$ cat config.mk
export PLATFORM = sky130hd
export DESIGN_NAME = base64_decoder_flat
export DESIGN_NICKNAME = d
export VERILOG_FILES = /design/src/design/b64d_pkg.sv /design/src/design/b64d_ifs.sv /design/src/design/b64d_out_queue.sv /design/src/design/base64_decoder.sv /design/src/flat_wrapper.sv
export SDC_FILE = /design/constraint.sdc
export NUM_CORES = 1
export LEC_CHECK = 0
export BUFFER_PORTS_ARGS = -buffer_cell sky130_fd_sc_hd__buf_2
export CAP_MARGIN = 20
export CORE_MARGIN = 3
export CORE_UTILIZATION = 55
export DETAILED_ROUTE_END_ITERATION = 10
export PLACE_DENSITY = 0.73
export SYNTH_ARGS = -nofsm -noshare
export SYNTH_HDL_FRONTEND = slang
export SYNTH_HIERARCHICAL = 1
export SYNTH_SLANG_ARGS = --single-unit
$ cat constraint.sdc
create_clock -name clock -period 8.96 [get_ports clock]
set_input_delay 0.448 -clock clock [delete_from_list [all_inputs] [get_ports clock]]
set_output_delay 0.448 -clock clock [all_outputs]
set_load 0.1 [all_outputs]
$ cat src/design/b64d_pkg.sv
// shared types, status codes and the alphabet lookup of the base64 decoder
// no dependencies
`default_nettype none

package b64d_pkg;

   typedef logic [1:0] status_type;

   localparam status_type STATUS_DATA       = 2'd0;
   localparam status_type STATUS_BAD_CHAR   = 2'd1;
   localparam status_type STATUS_BAD_LENGTH = 2'd2;

   localparam logic [7:0] PAD_CHAR = 8'h3D;

   // results of one input transaction, sent one byte at a time
   typedef struct packed {
      logic [23:0] triple;
      logic [1:0]  count;
      logic        last;
      status_type  status;
   } grp_type;

   // bit 6 set when the character is in the alphabet, bits 5:0 the sextet
   function automatic logic [6:0] sextet_of(input logic [7:0] ch);
      logic [6:0] r;
      r = 7'd0;
      if (ch >= 8'h41 && ch <= 8'h5A) begin
         r = {1'b1, 6'(ch - 8'h41)};
      end else if (ch >= 8'h61 && ch <= 8'h7A) begin
         r = {1'b1, 6'(ch - 8'h47)};
      end else if (ch >= 8'h30 && ch <= 8'h39) begin
         r = {1'b1, 6'(ch + 8'h04)};
      end else if (ch == 8'h2B) begin
         r = {1'b1, 6'd62};
      end else if (ch == 8'h2F) begin
         r = {1'b1, 6'd63};
      end
      return r;
   endfunction

endpackage

`default_nettype wire

$ cat src/design/b64d_ifs.sv
// valid/ready channel interfaces for encoded characters and decoded bytes
// depends on b64d_pkg
`default_nettype none

interface b64d_req_if;
   logic       valid;
   logic       ready;
   logic [7:0] in_char;
   logic       in_last;

   modport source (output valid, output in_char, output in_last, input ready);
   modport sink   (input valid, input in_char, input in_last, output ready);
endinterface

interface b64d_rsp_if;
   logic                 valid;
   logic                 ready;
   logic [7:0]           out_byte;
   logic                 out_last;
   b64d_pkg::status_type status;

   modport source (output valid, output out_byte, output out_last, output status,
                   input ready);
   modport sink   (input valid, input out_byte, input out_last, input status,
                   output ready);
endinterface

`default_nettype wire

$ cat src/design/b64d_out_queue.sv
// two-entry queue of result groups that sends one byte per transaction
// depends on b64d_pkg and b64d_rsp_if
`default_nettype none

module b64d_out_queue (
   input  wire logic              clock,
   input  wire logic              reset,
   input  wire logic              push_valid,
   input  wire b64d_pkg::grp_type push_grp,
   output logic                   push_ready,
   b64d_rsp_if.source             rsp_chan
);
   import b64d_pkg::*;

   grp_type    head_ff, head_in;
   grp_type    tail_ff, tail_in;
   logic       head_valid_ff, head_valid_in;
   logic       tail_valid_ff, tail_valid_in;
   logic [1:0] idx_ff, idx_in;
   logic       xfer;
   logic       pop;

   assign push_ready = !tail_valid_ff;
   assign xfer       = head_valid_ff && rsp_chan.ready;
   assign pop        = xfer && (idx_ff == head_ff.count - 2'd1);

   always_comb begin
      head_in       = head_ff;
      tail_in       = tail_ff;
      head_valid_in = head_valid_ff;
      tail_valid_in = tail_valid_ff;
      idx_in        = idx_ff;
      if (xfer) begin
         idx_in = idx_ff + 2'd1;
      end
      if (pop) begin
         idx_in = 2'd0;
         if (tail_valid_ff) begin
            head_in = tail_ff;
            if (push_valid) begin
               tail_in = push_grp;
            end else begin
               tail_valid_in = 1'b0;
            end
         end else if (push_valid) begin
            head_in = push_grp;
         end else begin
            head_valid_in = 1'b0;
         end
      end else if (push_valid) begin
         if (!head_valid_ff) begin
            head_in       = push_grp;
            head_valid_in = 1'b1;
         end else begin
            tail_in       = push_grp;
            tail_valid_in = 1'b1;
         end
      end
   end

   always_ff @(posedge clock) begin
      head_ff <= head_in;
      tail_ff <= tail_in;
      if (reset) begin
         head_valid_ff <= 1'b0;
         tail_valid_ff <= 1'b0;
         idx_ff        <= 2'd0;
      end else begin
         head_valid_ff <= head_valid_in;
         tail_valid_ff <= tail_valid_in;
         idx_ff        <= idx_in;
      end
   end

   always_comb begin
      case (idx_ff)
         2'd0:    rsp_chan.out_byte = head_ff.triple[23:16];
         2'd1:    rsp_chan.out_byte = head_ff.triple[15:8];
         2'd2:    rsp_chan.out_byte = head_ff.triple[7:0];
         default: rsp_chan.out_byte = 8'd0;
      endcase
   end

   assign rsp_chan.valid    = head_valid_ff;
   assign rsp_chan.out_last = head_ff.last && (idx_ff == head_ff.count - 2'd1);
   assign rsp_chan.status   = head_ff.status;

endmodule

`default_nettype wire

$ cat src/design/base64_decoder.sv
// base64 decoder top level: character decode, quad state and error handling
// depends on b64d_pkg, b64d_ifs and b64d_out_queue
`default_nettype none

// Decodes one base64 character (standard alphabet) per clock. A character is
// taken in the cycle its transaction completes; the fourth character of a quad
// yields three bytes (two or one in a padded final quad), which appear on the
// result channel, one byte per cycle while it is ready. An error gives a
// single result with a nonzero status and out_last set, after which input is
// dropped up to the transaction that carries in_last. A two-group result queue
// sits between the sides, so the input stalls only while two groups are
// waiting, which a steady quad stream never reaches: the sustained rate is one
// character per cycle as long as the result side takes one byte per cycle.

module base64_decoder (
   input  wire logic  clock,
   input  wire logic  reset,
   b64d_req_if.sink   req_chan,
   b64d_rsp_if.source rsp_chan
);
   import b64d_pkg::*;

   logic [17:0] accum_ff, accum_in;
   logic [1:0]  pos_ff, pos_in;
   logic        pad_seen_ff, pad_seen_in;
   logic        skip_ff, skip_in;

   logic        accept;
   logic        q_ready;
   logic        push_valid;
   grp_type     push_grp;
   logic        is_pad;
   logic [6:0]  sx;
   logic [5:0]  val;
   logic [1:0]  pads;

   assign accept         = req_chan.valid && q_ready;
   assign req_chan.ready = q_ready;
   assign is_pad         = (req_chan.in_char == PAD_CHAR);
   assign sx             = sextet_of(req_chan.in_char);
   assign val            = is_pad ? 6'd0 : sx[5:0];
   assign pads           = {1'b0, pad_seen_ff} + {1'b0, is_pad};

   always_comb begin
      accum_in    = accum_ff;
      pos_in      = pos_ff;
      pad_seen_in = pad_seen_ff;
      skip_in     = skip_ff;
      push_valid  = 1'b0;
      push_grp    = '{triple: 24'd0, count: 2'd1, last: 1'b1, status: STATUS_BAD_CHAR};
      if (accept) begin
         if (skip_ff) begin
            if (req_chan.in_last) begin
               skip_in     = 1'b0;
               accum_in    = 18'd0;
               pos_in      = 2'd0;
               pad_seen_in = 1'b0;
            end
         end else if ((is_pad && pos_ff < 2'd2) ||
                      (!is_pad && (!sx[6] || pad_seen_ff)) ||
                      (pos_ff == 2'd3 && pads != 2'd0 && !req_chan.in_last)) begin
            push_valid  = 1'b1;
            accum_in    = 18'd0;
            pos_in      = 2'd0;
            pad_seen_in = 1'b0;
            skip_in     = !req_chan.in_last;
         end else if (pos_ff < 2'd3) begin
            if (req_chan.in_last) begin
               push_valid      = 1'b1;
               push_grp.status = STATUS_BAD_LENGTH;
               accum_in        = 18'd0;
               pos_in          = 2'd0;
               pad_seen_in     = 1'b0;
            end else begin
               accum_in    = {accum_ff[11:0], val};
               pos_in      = pos_ff + 2'd1;
               pad_seen_in = pad_seen_ff || is_pad;
            end
         end else begin
            push_valid  = 1'b1;
            push_grp    = '{triple: {accum_ff, val}, count: 2'd3 - pads,
                            last: req_chan.in_last, status: STATUS_DATA};
            accum_in    = 18'd0;
            pos_in      = 2'd0;
            pad_seen_in = 1'b0;
         end
      end
   end

   always_ff @(posedge clock) begin
      if (reset) begin
         accum_ff    <= 18'd0;
         pos_ff      <= 2'd0;
         pad_seen_ff <= 1'b0;
         skip_ff     <= 1'b0;
      end else begin
         accum_ff    <= accum_in;
         pos_ff      <= pos_in;
         pad_seen_ff <= pad_seen_in;
         skip_ff     <= skip_in;
      end
   end

   b64d_out_queue u_out_queue (
      .clock      (clock),
      .reset      (reset),
      .push_valid (push_valid),
      .push_grp   (push_grp),
      .push_ready (q_ready),
      .rsp_chan   (rsp_chan)
   );

endmodule

`default_nettype wire

$ cat src/flat_wrapper.sv
// flat-port wrapper written by rule: the top's interface ports become plain ports
module base64_decoder_flat import b64d_pkg::*;
  (clock, reset, req_chan_valid, req_chan_in_char, req_chan_in_last, req_chan_ready, rsp_chan_valid, rsp_chan_out_byte, rsp_chan_out_last, rsp_chan_status, rsp_chan_ready);
  b64d_req_if req_chan_i ();
  b64d_rsp_if rsp_chan_i ();
  input  wire logic clock;
  input  wire logic reset;
  input wire logic [$bits(req_chan_i.valid)-1:0] req_chan_valid;
  input wire logic [$bits(req_chan_i.in_char)-1:0] req_chan_in_char;
  input wire logic [$bits(req_chan_i.in_last)-1:0] req_chan_in_last;
  output wire logic [$bits(req_chan_i.ready)-1:0] req_chan_ready;
  output wire logic [$bits(rsp_chan_i.valid)-1:0] rsp_chan_valid;
  output wire logic [$bits(rsp_chan_i.out_byte)-1:0] rsp_chan_out_byte;
  output wire logic [$bits(rsp_chan_i.out_last)-1:0] rsp_chan_out_last;
  output wire logic [$bits(rsp_chan_i.status)-1:0] rsp_chan_status;
  input wire logic [$bits(rsp_chan_i.ready)-1:0] rsp_chan_ready;
  assign req_chan_i.valid = req_chan_valid;
  assign req_chan_i.in_char = req_chan_in_char;
  assign req_chan_i.in_last = req_chan_in_last;
  assign req_chan_ready = req_chan_i.ready;
  assign rsp_chan_valid = rsp_chan_i.valid;
  assign rsp_chan_out_byte = rsp_chan_i.out_byte;
  assign rsp_chan_out_last = rsp_chan_i.out_last;
  assign rsp_chan_status = rsp_chan_i.status;
  assign rsp_chan_i.ready = rsp_chan_ready;
  base64_decoder u_core (.clock(clock), .reset(reset), .req_chan(req_chan_i), .rsp_chan(rsp_chan_i));
endmodule
# After elaboration in Yosys (flattened, before gate mapping)
# Index checks and enable logic that the tools add are counted.
# W data, S select, Z words.
[totals] mem_bits_rw=0 ff_bits=84 output_inout_bits=13 n_memories=0 latch_bits=0 romBits=0
[classes] div=0 n_reduce_logical=30 n_eq_ne=12 mux=54 bitwise_logic=0 mul=0 n_addsub=8 shift=0 n_lt_le_gt_ge=8
[ops] cell="$mux W29" n=12
[ops] cell="$mux W18" n=5
[ops] cell="$mux W7" n=5
[ops] cell="$mux W27" n=1
[ops] cell="$eq A8 B6 Y1 const B" n=3
[ops] cell="$pmux W8 S3" n=1
[ops] cell="$mux W1" n=22
[ops] cell="$ge A8 B7 Y1 const B" n=2
[ops] cell="$le A8 B7 Y1 const B" n=2
[ops] cell="$mux W2" n=7
[ops] cell="$logic_and A1 B1 Y1" n=11
[ops] cell="$reduce_and A3 Y1" n=3
[ops] cell="$ge A8 B6 Y1 const B" n=1
[ops] cell="$le A8 B6 Y1 const B" n=1
[ops] cell="$ne A2 B2 Y1 const B" n=4
[ops] cell="$reduce_bool A2 Y1" n=4
[ops] cell="$add A6 B3 Y6 const B" n=1
[ops] cell="$mux W6" n=1
[ops] cell="$sub A6 B1 Y6 const B" n=1
[ops] cell="$sub A6 B3 Y6 const B" n=1
[ops] cell="$add A2 B1 Y2 const B" n=2
[ops] cell="$eq A2 B2 Y1 const B" n=2
[ops] cell="$logic_not A1 Y1" n=4
[ops] cell="$logic_or A1 B1 Y1" n=4
[ops] cell="10 further kinds" n=12

# Longest topological paths before layout
# Gate-level depths: netlist of the first run.
[logic_depth] word_depth=17 mapped_depth=11 mapped_depth_nobuf=10

# Hierarchy
# The synthesis of the first run kept the hierarchy.
[modules_own_cells] mod="b64d_out_queue" area_per_inst_um2=2642.5 cells_per_inst=145 seq_area_each_um2=1821.7 n_inst=1
[modules_own_cells] mod="base64_decoder" area_per_inst_um2=1642.8 cells_per_inst=186 seq_area_each_um2=440.4 n_inst=1

# Least setup slack after synthesis of the first run
# No wires, ideal clock.
[synth_timing] path_kind="input-to-reg" from="input port req_chan_in_char[2]" to="register u_core/u_out_queue/tail_ff[0] in the netlist's numbering (enable)" path_slack_ns=4.868 stages=10 setup_time_ns=0.425 n_path_buf=1 t_arrival_ns=3.667 path_cell_list="clkbuf_1 -> inv_1 -> ha_1 -> a21o_1 -> a41oi_2 -> a211oi_4 -> nand2_1 -> a31oi_1 -> inv_1 -> a21oi_1"
[synth_via] elab_chain_cells=15 elab_cells_between_ends=32 cone_classes="1 x add/sub; 6 x order compare; 3 x eq/ne; 8 x mux; 14 x reduce/logical"
[synth_lines] element="start, declared" line_no="flat_wrapper.sv:9" rtl="input wire logic [$bits(req_chan_i.in_char)-1:0] req_chan_in_char;"
[synth_lines] element="parallel branches: the longest is 10 deep, another holds $ge A8 B6 Y1"
[synth_lines] element="$logic_or A1 B1 Y1 (*)" line_no="base64_decoder.sv:60" rtl="(!is_pad && (!sx[6] || pad_seen_ff)) ||"
[synth_lines] element="$mux W1 (*)" line_no="base64_decoder.sv:59" rtl="end else if ((is_pad && pos_ff < 2'd2) ||"
[synth_lines] element="$mux W1 (*)" line_no="base64_decoder.sv:52" rtl="if (skip_ff) begin"
[synth_lines] element="$mux W1 (*)" line_no="base64_decoder.sv:51" rtl="if (accept) begin"
[synth_lines] element="named net u_core.push_valid" line_no="base64_decoder.sv:30" rtl="logic push_valid;"
[synth_lines] element="$reduce_and A3 Y1 (no line) (*)"
[synth_lines] element="end signal, assigned" line_no="b64d_out_queue.sv:63" rtl="tail_ff <= tail_in;"
[synth_lines] element="end, declared" line_no="b64d_out_queue.sv:16" rtl="grp_type tail_ff, tail_in;"
# Mark *: on every way through the listed nets, which the timed path passes.
# A chain may end at the register's enable or synchronous reset.

==> results.tsv, run 1 <==
stage	metric	value	unit
run_status	status	finished clean	
synthesis	ys_seq_area_frac	0.528	
placement	gp_congestion	0.925	
critical_path	crit_path_end_kind	register	
timing	hold_viol_final	0	
power	power_leakage	0.00186	µW
critical_path	cp.arrival	3.18	ns
flow_run	cap_violations	0	
synthesis	avgSynthCellArea	12.9	µm²
cts	cts_max_level	3	
finish	final_area	4630	µm²
timing	setup-violations-final	0	
cts	post_cts_buffers	0	
floorplanning	placeableCoreArea	7410	µm²
cts	clk_latency	0.35	ns
timing	finalMaxSlewViolations	0	
finish	layout-drive-gt1-share	0.235	
critical_path	cp_max_fo	27	
grt	grt_pass1_wl	12600	µm
timing	min_period	3.08	ns
cts	clockBufferDepth	2	
synthesis	synth_top_area_frac	0.406	
routing	antenna_left	0	
critical_path	start_kind	input pin	
timing	rsz0062_at_grt	false	
cts	root_buffer	clkbuf_8	
timing	worst_clock_skew	0.00976	ns
routing	drt_iter0_drc	190	
cts	cts_hold_buffers	0	
routing	drt_first_pass_iters	6	
synthesis	ys_ff_latch	84	
finish	final_util	0.625	
min_path	hp-class	in -> reg	
synthesis	synthArstFlopShare	0	
routing	drt-total-wl	7710	µm
timing	fin_ws	5.88	ns
timing	slew_headroom	0.347	
synthesis	synth_area_leader_cell	edfxtp_1	
synthesis	yosysUniqueCellTypes	56	
cts	cts_resized	0	
timing	fmax	0.325	GHz
floorplanning	rows	31	
synthesis	syn_nets	359	
routing	drcViolationCount	0	
routing	wl_per_cell	16.9	µm
routing	via_per_inst	6.02	
floorplanning	die-height	94.3	µm
cts	clock-sinks	84	
finish	final_common_cell	edfxtp_1	
placement	io_buffers	25	
grt	grt_max_degree	32	
routing	vias	2744	
timing	period_share	0.344	
timing	tns	0	ns
placement	dp_slack	5.52	ns
critical_path	critPathKind	in -> reg	
synthesis	synthCells	331	
power	ir_drop	0.0611	mV
floorplanning	ios	26	
finish	final_cell_mix	edfxtp_1 (58), mux2_4 (28), dfxtp_1 (26), buf_2 (25), and2_1 (22)	
grt	antenna_found_initial	0	
cts	cts-buffers-inserted	9	
grt	grt_usage	0.184	
floorplanning	die_width	94.3	µm
timing	worst_pin_slew	0.977	ns
synthesis	synthFlopType	edfxtp_1	
finish	area_growth	8.03	%
synthesis	synth_edf_count	58	
placement	place_hpwl	5530	µm
grt	grt_remaining_overflow	0	
synthesis	yosysWarnings	6	
cts	clk_pin_slew_worst_paths	0.08	ns
cts	cts_tree	yes	
synthesis	synth.area.top_cells	edfxtp_1 (41%), dfxtp_1 (12%), mux2_4 (9.8%)	
power	power_density	175	nW/µm²
floorplanning	initial_core_util	0.578	
grt	grt_pass1_vias	2560	
floorplanning	die_area	8890	µm²
synthesis	synth_area	4290	µm²
critical_path	worst-endpoint-required	9.07	ns
finish	nNetsFinal	380	
placement	dpl_cell_area	4450	µm²
finish	antenna_cells	0	
-- registers in the layout (all words and copies together) (netlist names) --
signal	count
u_core/u_out_queue/idx_ff	2
u_core/u_out_queue/tail_valid_ff	1
u_core/accum_ff	18
u_core/u_out_queue/tail_ff	29
u_core/pad_seen_ff	1
u_core/skip_ff	1
u_core/u_out_queue/rsp_chan.valid	1
u_core/u_out_queue/rsp_chan.status	2
u_core/pos_ff	2
u_core/u_out_queue/head_ff	27
-- synthesized netlist by cell type (5+ instances only) --
cell type / n
a21oi_1: 9
a222oi_1: 8
a22o_1: 20
a32oi_1: 5
and2_1: 22
clkbuf_1: 7
dfxtp_1: 26
edfxtp_1: 58
ha_1: 15
inv_1: 17
mux2_4: 28
nand2_1: 16
nor2_1: 15
nor2b_1: 6
xnor2_1: 5
-- kinds of logic after synthesis --
| family | share of synthesized area |
|---|---|
| AOI/OAI and AO/OA | 0.145 |
| xor gates and xnor gates | 0.0164 |
| adders and majority gates | 0.0438 |
| buffers and inverters | 0.0394 |
| DFF | 0.528 |
| muxes | 0.110 |
| and+or+nand+nor | 0.118 |
-- critical path, cell delays in order --
cell and delay [ns]:
buf_2 0.19, inv_1 0.11, ha_1 0.27, nor2b_1 0.15, o21ai_1 0.47, a21oi_1 0.27
a21oi_2 0.78, nand2_1 0.21, mux2_4 0.30
-- power by group --
group          switching (µW)  leakage, µW  internal (µW)
Combinational             101     0.000978           28.3
Clock                     141    0.0000881            104
Sequential               6.37     0.000789            431
Total                     248      0.00186            563
-- through the flow --
| stage | std cells | hold WS (ns) | power (µW) |
|---|---|---|---|
| after floorplan | 331 | 0.441 | 548 |
| after global placement | 440 | 0.453 | 573 |
| after detailed placement | 440 | 0.461 | 575 |
| after CTS | 456 | 0.359 | 817 |
| after global routing | 456 | 0.369 | 842 |
| final | 456 | 0.379 | 811 |
-- worst paths after layout --
check,start,endpoint,slack (ns),cells after the start
worst max-delay path,req_chan_in_char[2],u_core/u_out_queue/head_ff[3]$_DFFE_PP_,5.88,9
worst min-delay path,reset,u_core/u_out_queue/rsp_chan.valid$_SDFFE_PP0P_,0.38,2
worst max register to register,u_core/u_out_queue/head_ff[4]$_DFFE_PP_,u_core/u_out_queue/tail_ff[6]$_DFFE_PP_,6.22,5
worst min register to register,u_core/accum_ff[17]$_SDFFE_PP0P_,u_core/accum_ff[17]$_SDFFE_PP0P_,0.48,1
-- metal layers --
metal	GRT usage	routed length, µm	vias to the layer above	share of wire
li1	-	-	1301	-
met1	0.252	3580	1332	0.46
met2	0.283	3560	96	0.46
met3	0.0481	394	15	0.051
met4	0.0686	175	0	0.023
met5	0	0	-	0
-- cell type report --
cell class | instances | area [µm²]
clock buffers | 9 | 124
clock inverters | 7 | 57.6
fillers | 559 | 2780
inverters | 17 | 63.8
multi-input cells | 213 | 1860
flip-flops and latches | 84 | 2260
well taps | 99 | 124
repair buffers | 27 | 140
No activity file was read; power rests on OpenSTA's default activity.
==> run 2, diff against run 1 <==
ABC_AREA = 1   (was default)
clock period = 3 ns   (was 8.96 ns; I/O delays follow)
==> run 2 against run 1 <==
  * Register-to-register slack got worse by 5.2 ns
  * Utilization fell by 0.50 points
  * Clock power rose to 3.1 times the previous value
  * Die area rose by 11%
  * Cell count rose by 53%
  * Via count rose by 30%
  * Worst setup slack got worse by 5.3 ns
  * Clock skew rose by 0.0065 ns
  * Sequential share of layout area fell by 5.1 points
  * Flip-flop and latch count did not move
  * Largest cell class unchanged
==> results.tsv, run 2 <==
stage	metric	value	unit	change
synthesis	synth.area.top_cells	edfxtp_1 (36%), nand2_1 (16%), dfxtp_1 (11%)		
synthesis	syn_nets	598		+67%
power	power.total	2580	µW	+220%
routing	antenna_left	0		unchanged
finish	nNetsFinal	616		+62%
finish	area_growth	7.63	%	
grt	grt_pass1_wl	15500	µm	+23%
routing	drcViolationCount	0		unchanged
grt	grt_max_degree	33		+3.1%
floorplanning	placeableCoreArea	8340	µm²	+13%
power	power_leakage	0.00219	µW	+18%
routing	drt-total-wl	9220	µm	+20%
critical_path	crit_buf_inv	4		+2
routing	wl_per_cell	13.2	µm	-22%
floorplanning	die_area	9890	µm²	+11%
synthesis	synth_edf_count	58		unchanged
timing	finalMaxSlewViolations	0		unchanged
critical_path	ff2ff_setup_slack	1.00	ns	-5.22 ns
timing	slew_headroom	0.684		+0.337
min_path	hp-class	in -> reg		
grt	grt_pass1_vias	3236		+26%
run_status	status	finished clean		
critical_path	slowest_delay	0.31	ns	-0.47 ns
critical_path	worst-endpoint-required	3.06	ns	-6.01 ns
finish	final_cell_mix	nand2_1 (199), inv_1 (59), edfxtp_1 (58), nand3_1 (32)		
finish	reg_top3	u_core/u_out_queue/tail_ff: 29 flops, u_core/u_out_queue/head_ff: 27 flops, u_core/accum_ff: 18 flops		
critical_path	r2r_start	u_core/pos_ff[1]$_SDFFE_PP0P_		
critical_path	reg2reg_to	u_core/u_out_queue/head_ff[12]$_DFFE_PP_		
cts	cts_tree	yes		
critical_path	cpMostUsedCell	nand2_1		
cts	clk_latency	0.36	ns	about the same
placement	place_hpwl	6840	µm	+24%
critical_path	crit_chain	buf_2 -> inv_1 -> ha_1 -> nand2_1 -> nor2_1 -> nand2_1 -> nand2_1 -> nand2_1 -> nand2_4 -> nand3_2 -> nand2_2 -> nand2_4 -> a21oi_1 -> inv_1 -> nand2_1 -> and2_2 -> buf_12		
critical_path	cp.arrival	2.49	ns	-0.69 ns
timing	worst_pin_slew	0.470	ns	-0.506 ns
critical_path	cp_max_fo	29		+7.4%
placement	io_buffers	25		unchanged
floorplanning	rows	33		+6.5%
routing	vias	3580		+30%
finish	largest_reg_flops	29		unchanged
finish	final_area	5170	µm²	+12%
cts	cts_max_level	3		unchanged
synthesis	synth_area	4800	µm²	+12%
synthesis	synthTopCellsByCount	nand2_1 (199), inv_1 (59), edfxtp_1 (58)		
placement	dpl_cell_area	4990	µm²	+12%
critical_path	crit_slowest_cell	a21oi_1		
grt	grt_remaining_overflow	0		unchanged
power	ir_drop	0.245	mV	+300%
synthesis	synth.most_common_cell	nand2_1		
synthesis	synthArstFlopShare	0		unchanged
power	power_density	499	nW/µm²	+180%
floorplanning	initial_core_util	0.576		-0.00254
cts	root_buffer	clkbuf_8		
min_path	hold_depth	4		+2
synthesis	avgSynthCellArea	8.43	µm²	-35%
timing	setup-violations-final	0		unchanged
grt	antenna_found_initial	0		unchanged
cts	cts_resized	0		unchanged
finish	n_fill_cell	760		+36%
min_path	hold_path_startpoint	rsp_chan_ready		
cts	post_cts_buffers	0		unchanged
routing	drt_iter0_drc	227		+19%
cts	clock-sinks	84		unchanged
critical_path	start_kind	input pin		
synthesis	synthCells	570		+72%
grt	grt_usage	0.195		+0.0108
critical_path	r2r_cells	7		+2
floorplanning	die-height	99.5	µm	+5.5%
critical_path	critPathKind	in -> reg		
timing	min_period	2.44	ns	
synthesis	synth_top_area_frac	0.363		-0.0438
critical_path	critical-path-top-delay-family	simple AND/OR/NAND/NOR gates		
critical_path	crit_path_end_kind	register		
floorplanning	ios	26		unchanged
synthesis	ys_seq_area_frac	0.471		-0.0569
synthesis	ys_ff_latch	84		unchanged
cts	clockBufferDepth	2		unchanged
synthesis	synthFlopType	edfxtp_1		
cts	clk_pin_slew_worst_paths	0.09	ns	about the same
finish	final_common_cell	nand2_1		
finish	antenna_cells	0		unchanged
synthesis	yosysUniqueCellTypes	33		-41%
cts	cts-buffers-inserted	9		unchanged
timing	fmax	0.410	GHz	
placement	dp_slack	0.230	ns	-5.29 ns
min_path	holdPathEnd	u_core/u_out_queue/idx_ff[0]$_SDFFE_PP0P_		
timing	hold_viol_final	0		unchanged
cts	cts_hold_buffers	0		unchanged
timing	worst_clock_skew	0.0163	ns	+0.00652 ns
flow_run	cap_violations	0		unchanged
timing	tns	0	ns	unchanged
routing	via_per_inst	5.13		-15%
timing	period_share	0.812		
finish	layout-drive-gt1-share	0.170		-0.0650
timing	rsz0062_at_grt	false		
floorplanning	die_width	99.5	µm	+5.5%
synthesis	synth_area_leader_cell	edfxtp_1		
routing	drt_first_pass_iters	4		-2
timing	fin_ws	0.564	ns	-5.32 ns
synthesis	yosysWarnings	6		unchanged
placement	gp_congestion	0.897		-3.0%
finish	regMostFlops	u_core/u_out_queue/tail_ff		
run 2: logic make-up after synthesis:
| kind of cell | synth area share |
|---|---|
| xor+xnor | 0.0128 |
| simple gates | 0.348 |
| flops | 0.471 |
| fa+ha+maj | 0.0391 |
| buf+inv | 0.0906 |
| compound gates | 0.0388 |
run 2: cell type report:
| class | instances | area (µm²) | area share |
|---|---|---|---|
| tap | 105 | 131 | 0.0254 |
| clock buffer | 9 | 124 | 0.0240 |
| sequential | 84 | 2260 | 0.438 |
| timing repair buffer | 33 | 223 | 0.0431 |
| multi-input combinational | 391 | 2110 | 0.408 |
| inverter | 69 | 262 | 0.0506 |
| clock inverter | 7 | 57.6 | 0.0111 |
run 2: stage by stage:
step / hold slack, ns / utilization / instances
floorplan: 0.317 / - / 570
global placement: 0.458 / 0.598 / 682
detailed placement: 0.458 / 0.598 / 682
CTS: 0.102 / 0.620 / 698
global route: 0.124 / 0.620 / 698
finish: 0.113 / 0.620 / 698
run 2: routing by layer:
layer	share of wire	track usage	vias up
met4	0.011	0.0504	0
met5	0	0	-
met3	0.048	0.0358	8
met1	0.48	0.287	1616
li1	-	-	1859
met2	0.46	0.300	97
run 2: worst max path at each step:
stage	from	to	slack [ns]	cells past startpoint
final	req_chan_in_char[0]	u_core/u_out_queue/head_ff[12]$_DFFE_PP_	0.56	17
after global routing	req_chan_in_char[0]	u_core/u_out_queue/head_ff[19]$_DFFE_PP_	0.27	17
after CTS	req_chan_in_char[0]	u_core/u_out_queue/head_ff[12]$_DFFE_PP_	0.60	17
after detailed placement	req_chan_in_char[0]	u_core/u_out_queue/head_ff[24]$_DFFE_PP_	0.23	17
after global placement	req_chan_in_char[0]	u_core/u_out_queue/head_ff[24]$_DFFE_PP_	0.31	17
after floorplan	u_core/u_out_queue/tail_valid_ff$_SDFFE_PP0P_	u_core/u_out_queue/tail_ff[0]$_DFFE_PP_	-0.05	7
run 2: power by group:
| group | switching (µW) | leakage (µW) | internal (µW) | total (µW) |
|---|---|---|---|---|
| sequential | 21.2 | 0.000786 | 1290 | 1310 |
| combinational | 404 | 0.00131 | 111 | 515 |
| clock | 437 | 0.0000886 | 314 | 750 |
run 2: worst register-to-register path, cell delays in order (launching register included):
cell and delay, ns:
dfxtp_1 0.36, ha_1 0.32, nor2_1 0.16, a21oi_1 0.30
inv_1 0.11, nand2_1 0.09, and2_2 0.18, buf_12 0.18
